$ cat src/uqf_pkg.sv
// ----------------------------------------------------------------------------
// uqf_pkg
// Shared types and constants for the unique-key fifo: operation and status
// codes, beat structs of both channels, controller/datapath handshake structs.
// ----------------------------------------------------------------------------
package uqf_pkg;

  localparam int DEPTH_DEF = 16;
  localparam int DATA_W    = 32;
  localparam int OCC_W     = 5;

  typedef enum logic [0:0] {
    OP_ENQ = 1'b0,
    OP_DEQ = 1'b1
  } uqf_op_t;

  typedef enum logic [2:0] {
    ST_ENQUEUED  = 3'd0,
    ST_DUPLICATE = 3'd1,
    ST_FULL      = 3'd2,
    ST_DEQUEUED  = 3'd3,
    ST_EMPTY     = 3'd4
  } uqf_status_t;

  typedef struct packed {
    uqf_op_t                  op;
    logic signed [DATA_W-1:0] key;
    logic signed [DATA_W-1:0] payload;
  } uqf_in_t;

  typedef struct packed {
    uqf_status_t              status;
    logic signed [DATA_W-1:0] out_key;
    logic signed [DATA_W-1:0] out_payload;
    logic [OCC_W-1:0]         occupancy;
  } uqf_out_t;

  // controller to datapath
  typedef struct packed {
    logic load;
    logic scan_rd;
    logic finish;
  } uqf_cmd_t;

  // datapath to controller
  typedef struct packed {
    logic scan_done;
  } uqf_sts_t;

endpackage

$ cat src/unique_key_fifo_top.sv
// ----------------------------------------------------------------------------
// unique_key_fifo_top
// Fifo of key/payload pairs that rejects an enqueue whose key is already held.
//
// Input channel: in_item (op, key, payload) is taken at a clock edge with
// start high and busy low. Each beat gives exactly one result on out_item,
// shown for one cycle with out_valid high; the receiver cannot stall, so the
// result must be taken in that cycle.
// On an enqueue the held keys are read one per cycle from the single read
// port of the key memory and compared against the new key.
// The next beat can be accepted in the cycle the result is shown.
// Reset (rst_n low, synchronous) empties the queue: head, tail and count go
// to zero and no result is pending. The memories keep their contents; only
// held entries are ever read.
// Occupancy in each result is the count after the beat, taken to 5 bits.
// ----------------------------------------------------------------------------
module unique_key_fifo_top #(
  parameter int DEPTH = uqf_pkg::DEPTH_DEF
) (
  input  logic              clk,
  input  logic              rst_n,
  input  logic              start,
  output logic              busy,
  input  uqf_pkg::uqf_in_t  in_item,
  output logic              out_valid,
  output uqf_pkg::uqf_out_t out_item
);
  import uqf_pkg::*;

  uqf_cmd_t cmd;
  uqf_sts_t sts;

  uqf_ctrl u_ctrl (
    .clk   (clk),
    .rst_n (rst_n),
    .start (start),
    .in_op (in_item.op),
    .sts   (sts),
    .cmd   (cmd),
    .busy  (busy)
  );

  uqf_dp #(
    .DEPTH (DEPTH)
  ) u_dp (
    .clk       (clk),
    .rst_n     (rst_n),
    .in_item   (in_item),
    .cmd       (cmd),
    .sts       (sts),
    .out_valid (out_valid),
    .out_item  (out_item)
  );

endmodule

$ cat src/uqf_ctrl.sv
// ----------------------------------------------------------------------------
// uqf_ctrl
// Sequencer: steps the key scan over the held entries for an enqueue or reads
// the head for a dequeue, then commits the item.
module uqf_ctrl (
  input  logic              clk,
  input  logic              rst_n,
  input  logic              start,
  input  uqf_pkg::uqf_op_t  in_op,
  input  uqf_pkg::uqf_sts_t sts,
  output uqf_pkg::uqf_cmd_t cmd,
  output logic              busy
);
  import uqf_pkg::*;

  typedef enum logic [2:0] {
    S_IDLE,
    S_SCAN,
    S_DRAIN,
    S_READ_HEAD,
    S_FINISH
  } state_t;

  state_t state_r, state_nxt;
  logic   busy_r, busy_nxt;

  always_comb begin
    state_nxt = state_r;
    cmd       = '0;
    case (state_r)
      S_IDLE: begin
        if (start) begin
          cmd.load  = 1'b1;
          state_nxt = (in_op == OP_DEQ) ? S_READ_HEAD : S_SCAN;
        end
      end
      S_SCAN: begin
        if (sts.scan_done) begin
          state_nxt = S_DRAIN;
        end else begin
          cmd.scan_rd = 1'b1;
        end
      end
      S_DRAIN: begin
        state_nxt = S_FINISH;
      end
      S_READ_HEAD: begin
        cmd.scan_rd = ~sts.scan_done;
        state_nxt   = S_FINISH;
      end
      S_FINISH: begin
        cmd.finish = 1'b1;
        state_nxt  = S_IDLE;
      end
      default: begin
        state_nxt = S_IDLE;
      end
    endcase
    busy_nxt = (state_nxt != S_IDLE);
  end

  always_ff @(posedge clk) begin
    if (!rst_n) begin
      state_r <= S_IDLE;
      busy_r  <= 1'b0;
    end else begin
      state_r <= state_nxt;
      busy_r  <= busy_nxt;
    end
  end

  assign busy = busy_r;

endmodule

$ cat src/uqf_dp.sv
// ----------------------------------------------------------------------------
// uqf_dp
// Datapath: ring memories, head/tail/count, key scan compare, result register.
// ----------------------------------------------------------------------------
module uqf_dp #(
  parameter int DEPTH = uqf_pkg::DEPTH_DEF
) (
  input  logic              clk,
  input  logic              rst_n,
  input  uqf_pkg::uqf_in_t  in_item,
  input  uqf_pkg::uqf_cmd_t cmd,
  output uqf_pkg::uqf_sts_t sts,
  output logic              out_valid,
  output uqf_pkg::uqf_out_t out_item
);
  import uqf_pkg::*;

  localparam int AW = $clog2(DEPTH);
  localparam int CW = $clog2(DEPTH + 1);

  logic signed [DATA_W-1:0] key_mem     [DEPTH];
  logic signed [DATA_W-1:0] payload_mem [DEPTH];

  logic [AW-1:0] head_r, head_nxt;
  logic [AW-1:0] tail_r, tail_nxt;
  logic [CW-1:0] count_r, count_nxt;
  logic [AW-1:0] scan_idx_r, scan_idx_nxt;
  logic [CW-1:0] scan_left_r, scan_left_nxt;
  logic          cmp_pend_r;
  logic          dup_r, dup_nxt;
  logic          out_valid_r;
  uqf_out_t      out_r, out_nxt;

  uqf_op_t                  op_r;
  logic signed [DATA_W-1:0] key_r;
  logic signed [DATA_W-1:0] payload_r;
  logic signed [DATA_W-1:0] rd_key_r;
  logic signed [DATA_W-1:0] rd_payload_r;
  logic                     wr_en;

  function automatic logic [AW-1:0] wrap_inc(input logic [AW-1:0] idx);
    logic [AW-1:0] res;
    if (idx == AW'(DEPTH - 1)) begin
      res = '0;
    end else begin
      res = idx + 1'b1;
    end
    return res;
  endfunction

  // input capture
  always_ff @(posedge clk) begin
    if (cmd.load) begin
      op_r      <= in_item.op;
      key_r     <= in_item.key;
      payload_r <= in_item.payload;
    end
  end

  // ring memories
  always_ff @(posedge clk) begin
    if (wr_en) begin
      key_mem[tail_r]     <= key_r;
      payload_mem[tail_r] <= payload_r;
    end
    if (cmd.scan_rd) begin
      rd_key_r     <= key_mem[scan_idx_r];
      rd_payload_r <= payload_mem[scan_idx_r];
    end
  end

  always_comb begin
    head_nxt      = head_r;
    tail_nxt      = tail_r;
    count_nxt     = count_r;
    scan_idx_nxt  = scan_idx_r;
    scan_left_nxt = scan_left_r;
    dup_nxt       = dup_r | (cmp_pend_r & (rd_key_r == key_r));
    wr_en         = 1'b0;
    out_nxt       = out_r;

    if (cmd.load) begin
      scan_idx_nxt  = head_r;
      scan_left_nxt = count_r;
      dup_nxt       = 1'b0;
    end else if (cmd.scan_rd) begin
      scan_idx_nxt  = wrap_inc(scan_idx_r);
      scan_left_nxt = scan_left_r - 1'b1;
    end

    if (cmd.finish) begin
      out_nxt.out_key     = '0;
      out_nxt.out_payload = '0;
      if (op_r == OP_ENQ) begin
        if (dup_r) begin
          out_nxt.status = ST_DUPLICATE;
        end else if (count_r == CW'(DEPTH)) begin
          out_nxt.status = ST_FULL;
        end else begin
          wr_en          = 1'b1;
          tail_nxt       = wrap_inc(tail_r);
          count_nxt      = count_r + 1'b1;
          out_nxt.status = ST_ENQUEUED;
        end
      end else begin
        if (count_r == '0) begin
          out_nxt.status = ST_EMPTY;
        end else begin
          head_nxt            = wrap_inc(head_r);
          count_nxt           = count_r - 1'b1;
          out_nxt.status      = ST_DEQUEUED;
          out_nxt.out_key     = rd_key_r;
          out_nxt.out_payload = rd_payload_r;
        end
      end
      out_nxt.occupancy = OCC_W'(count_nxt);
    end
  end

  always_ff @(posedge clk) begin
    if (!rst_n) begin
      head_r      <= '0;
      tail_r      <= '0;
      count_r     <= '0;
      scan_idx_r  <= '0;
      scan_left_r <= '0;
      cmp_pend_r  <= 1'b0;
      dup_r       <= 1'b0;
      out_valid_r <= 1'b0;
    end else begin
      head_r      <= head_nxt;
      tail_r      <= tail_nxt;
      count_r     <= count_nxt;
      scan_idx_r  <= scan_idx_nxt;
      scan_left_r <= scan_left_nxt;
      cmp_pend_r  <= cmd.scan_rd;
      dup_r       <= dup_nxt;
      out_valid_r <= cmd.finish;
    end
  end

  always_ff @(posedge clk) begin
    out_r <= out_nxt;
  end

  assign sts.scan_done = (scan_left_r == '0);
  assign out_valid     = out_valid_r;
  assign out_item      = out_r;

endmodule

$ cat config.mk
export PLATFORM = sky130hd
export DESIGN_NAME = unique_key_fifo_top
export DESIGN_NICKNAME = d
export VERILOG_FILES = /design/src/uqf_pkg.sv /design/src/unique_key_fifo_top.sv /design/src/uqf_ctrl.sv /design/src/uqf_dp.sv
export SDC_FILE = /design/constraint.sdc
export NUM_CORES = 1
export LEC_CHECK = 0
export ABC_AREA = 1
export BUFFER_PORTS_ARGS = -buffer_cell sky130_fd_sc_hd__buf_2
export CORE_ASPECT_RATIO = 0.7
export CORE_MARGIN = 3
export CORE_UTILIZATION = 55
export CTS_CLUSTER_DIAMETER = 100
export CTS_CLUSTER_SIZE = 8
export DETAILED_ROUTE_END_ITERATION = 8
export PLACE_DENSITY = 0.78
export SYNTH_ARGS = -nofsm -noshare
export SYNTH_HDL_FRONTEND = slang
export SYNTH_SLANG_ARGS = --single-unit
export TNS_END_PERCENT = 50
$ cat constraint.sdc
create_clock -name clk -period 7 [get_ports clk]
set_input_delay 1.4 -clock clk [delete_from_list [all_inputs] [get_ports clk]]
set_output_delay 1.4 -clock clk [all_outputs]
set_load 0.02 [all_outputs]
==> qor.txt <==
outcome: finished, final reports clean
final setup fails: 0
post-CTS resize count: 0
minimum clock period: 4.402 ns
Main synth FF type: edfxtp_1
Setup crit start kind: flop
Final Hold Fails: 0
die width: 359.6 um
DRT iter0 DRCs: 4219
setup bufs post-CTS: 0
Slew HR: 0.1371
R2R depth: 8
Die ar.: 91170 um2
most frequent cell after synthesis: edfxtp_1
post-synthesis cell type count: 38
crit path kind: flop to flop
# DRC: 0
Worst Clk Skew: 0.02537 ns
Critical Path Stages: 8
Post-Syn Nets: 3540
Clock Latency Late Sink: 0.75 ns
Post-synth EDFFs: 1225
syn_area_per_cell: 13.90 um2
largest net degree at the start of global routing: 232
critical-path cell list: inv_1 -> nand3_1 -> inv_4 -> nand3_1 -> inv_1 -> nand2_1 -> nor2_4 -> buf_4
number of buffers created by CTS: 174
synth top area cells: edfxtp_1, nor2_1, o21ai_0
Hold Crit Class: flop to flop
Layout area overhead: 12.94%
hold_buf cts: 0
Finished Layout Cells: 4787
Final Max Slew Viols: 0
Worst path top cell family by delay: simple AND/OR/NAND/NOR gates
ant diodes: 0
maximum clock frequency: 227.2 MHz
maxcap violations: 0
Port Buffers: 141
Arrival @ worst endpoint: 4.76 ns
setup tns final: 0 ns
clk buf depth: 3
Worst setup EP type: flop
Critical path buffers and inverters: 4
Slew @ Worst Pin: 1.294 ns
leakage: 18.23 nW
via count: 29728
gr usage total: 0.2474
row cnt: 90
htree depth: 4
Core ar.: 86480 um2
Power Density: 338.1 nW/um2
mapped cell area: 48140 um2
Worst Path Max Fanout: 42
utilization after layout: 0.6286
Ports: 142
share of layout cells above drive strength 1: 0.1160
slowest cell on the critical path: nor2_4
CP max stage delay: 0.90 ns
grt total ovfl: 0
first-pass GRT wire length: 172800 um
antenna viol nets, final: 0
nets: 3678
worst vdd ir: 0.2481 mV
CTS tree: yes
post-place setup slack: 2.645 ns
sequential area share after synthesis: 0.7762
fin worst setup slack: 2.598 ns
Starting Density: 0.5566
final RePlAce weighted congestion: 0.7921
root buf cell: clkbuf_16
commonest cells in the netlist: edfxtp_1, nor2_1, o21ai_0
Yosys top cell by area: edfxtp_1
vias in the first global route: 29293
FFs w/ async S/R, synth: 0
post-synthesis cell count: 3463
# fillers: 5965
synth warn: 0
Hold Path Depth: 2
critical path required time: 7.36 ns
CTS sink count: 1254
initial antenna violation count: 1
per-cell routed wire length: 23.71 um
register bit total from synthesis: 1254
hpwl dp: 56780 um
via-per-instance ratio: 6.210
Die Y: 253.5 um
Synth top area share: 0.7642
Reg clk slew, reported paths: 0.05 ns
dpl cells: 4575
1st-pass router iterations: 6
unrepaired setup endpoints after global routing: false
final WL: 113500 um
final worst-path cycle share: 0.6288
[area by class of cell]
| cell class | count | area [um2] | area share |
|---|---|---|---|
| clock buffers | 201 | 4562 | 0.08391 |
| clock inverters | 11 | 158.9 | 0.002923 |
| inverters | 126 | 501.7 | 0.009229 |
| multi-input cells | 1868 | 9326 | 0.1715 |
| flip-flops and latches | 1254 | 37380 | 0.6875 |
| well taps | 1150 | 1439 | 0.02647 |
| repair buffers | 177 | 1001 | 0.01841 |
[per-stage QoR]
stage / hold WS, ns / area (um2) / total power [mW]
2_1_floorplan: 0.4477 / 48140 / 10.34
3_3_place_gp: 0.4587 / 49650 / 10.93
3_5_place_dp: 0.4712 / 49650 / 11.01
4_1_cts: 0.4954 / 54370 / 18.44
5_1_grt: 0.5147 / 54370 / 19.00
6_report: 0.4940 / 54370 / 18.38
[cell families (layout without fill, tap and decap cells)]
| kind of cell | Yosys count | after routing | share of synthesized area |
|---|---|---|---|
| and+or+nand+nor | 984 | 984 | 0.08071 |
| DFF | 1254 | 1254 | 0.7762 |
| xor gates and xnor gates | 17 | 17 | 0.003093 |
| adders and majority gates | 9 | 9 | 0.002339 |
| buffers and inverters | 341 | 515 | 0.03278 |
| AOI/OAI and AO/OA | 858 | 858 | 0.1049 |
[state kept, by name (all words and copies together) (netlist names), 3 cells and up]
name / flops
u_dp.payload_r: 32
u_dp.payload_mem: 512
u_dp.count_r: 5
u_dp.scan_idx_r: 4
u_dp.scan_left_r: 5
u_dp.rd_key_r: 32
u_dp.head_r: 4
u_ctrl.state_r: 3
u_dp.key_mem: 512
u_dp.out_item: 72
u_dp.tail_r: 4
u_dp.key_r: 32
u_dp.rd_payload_r: 32
[final timing paths]
path	start	endpoint	slack [ns]
hold / removal	u_ctrl.state_r[1]	u_ctrl.state_r[2]	0.49
setup reg to reg	u_ctrl.state_r[0]	u_dp.key_mem[12][7]	2.60
hold reg to reg	u_ctrl.state_r[1]	u_ctrl.state_r[2]	0.49
setup / recovery	u_ctrl.state_r[0]	u_dp.key_mem[12][7]	2.60
[cell usage in the layout, fill, tap and decap left out, drive strengths merged, types with 29 or more instances in the layout]
master	n
buf	177
o22ai	159
clkbuf	201
nand2	223
nor2	626
nand3	119
o221ai	99
o21ai	540
edfxtp	1225
inv	128
o211ai	31
dfxtp	29
[metal layers]
layer,GRT usage,wire [um],up-vias
met5,0,0,-
met4,0.09585,3245,0
met3,0.04989,12230,247
met2,0.3795,52110,1855
met1,0.3544,45920,14545
li1,-,-,13081
[power by group]
| part | switching (mW) | total (mW) | internal [mW] |
|---|---|---|---|
| Combinational | 1.40 | 1.96 | 0.561 |
| Sequential | 0.330 | 8.99 | 8.66 |
| Clock | 2.92 | 7.44 | 4.51 |
| Total | 4.65 | 18.4 | 13.7 |
[tightest hold or removal path: stages, from the launching register on]
cell     delay, ns
dfxtp_1       0.32
nand2_1       0.09
nor2_1        0.04
(Power assumes the default switching activity.)
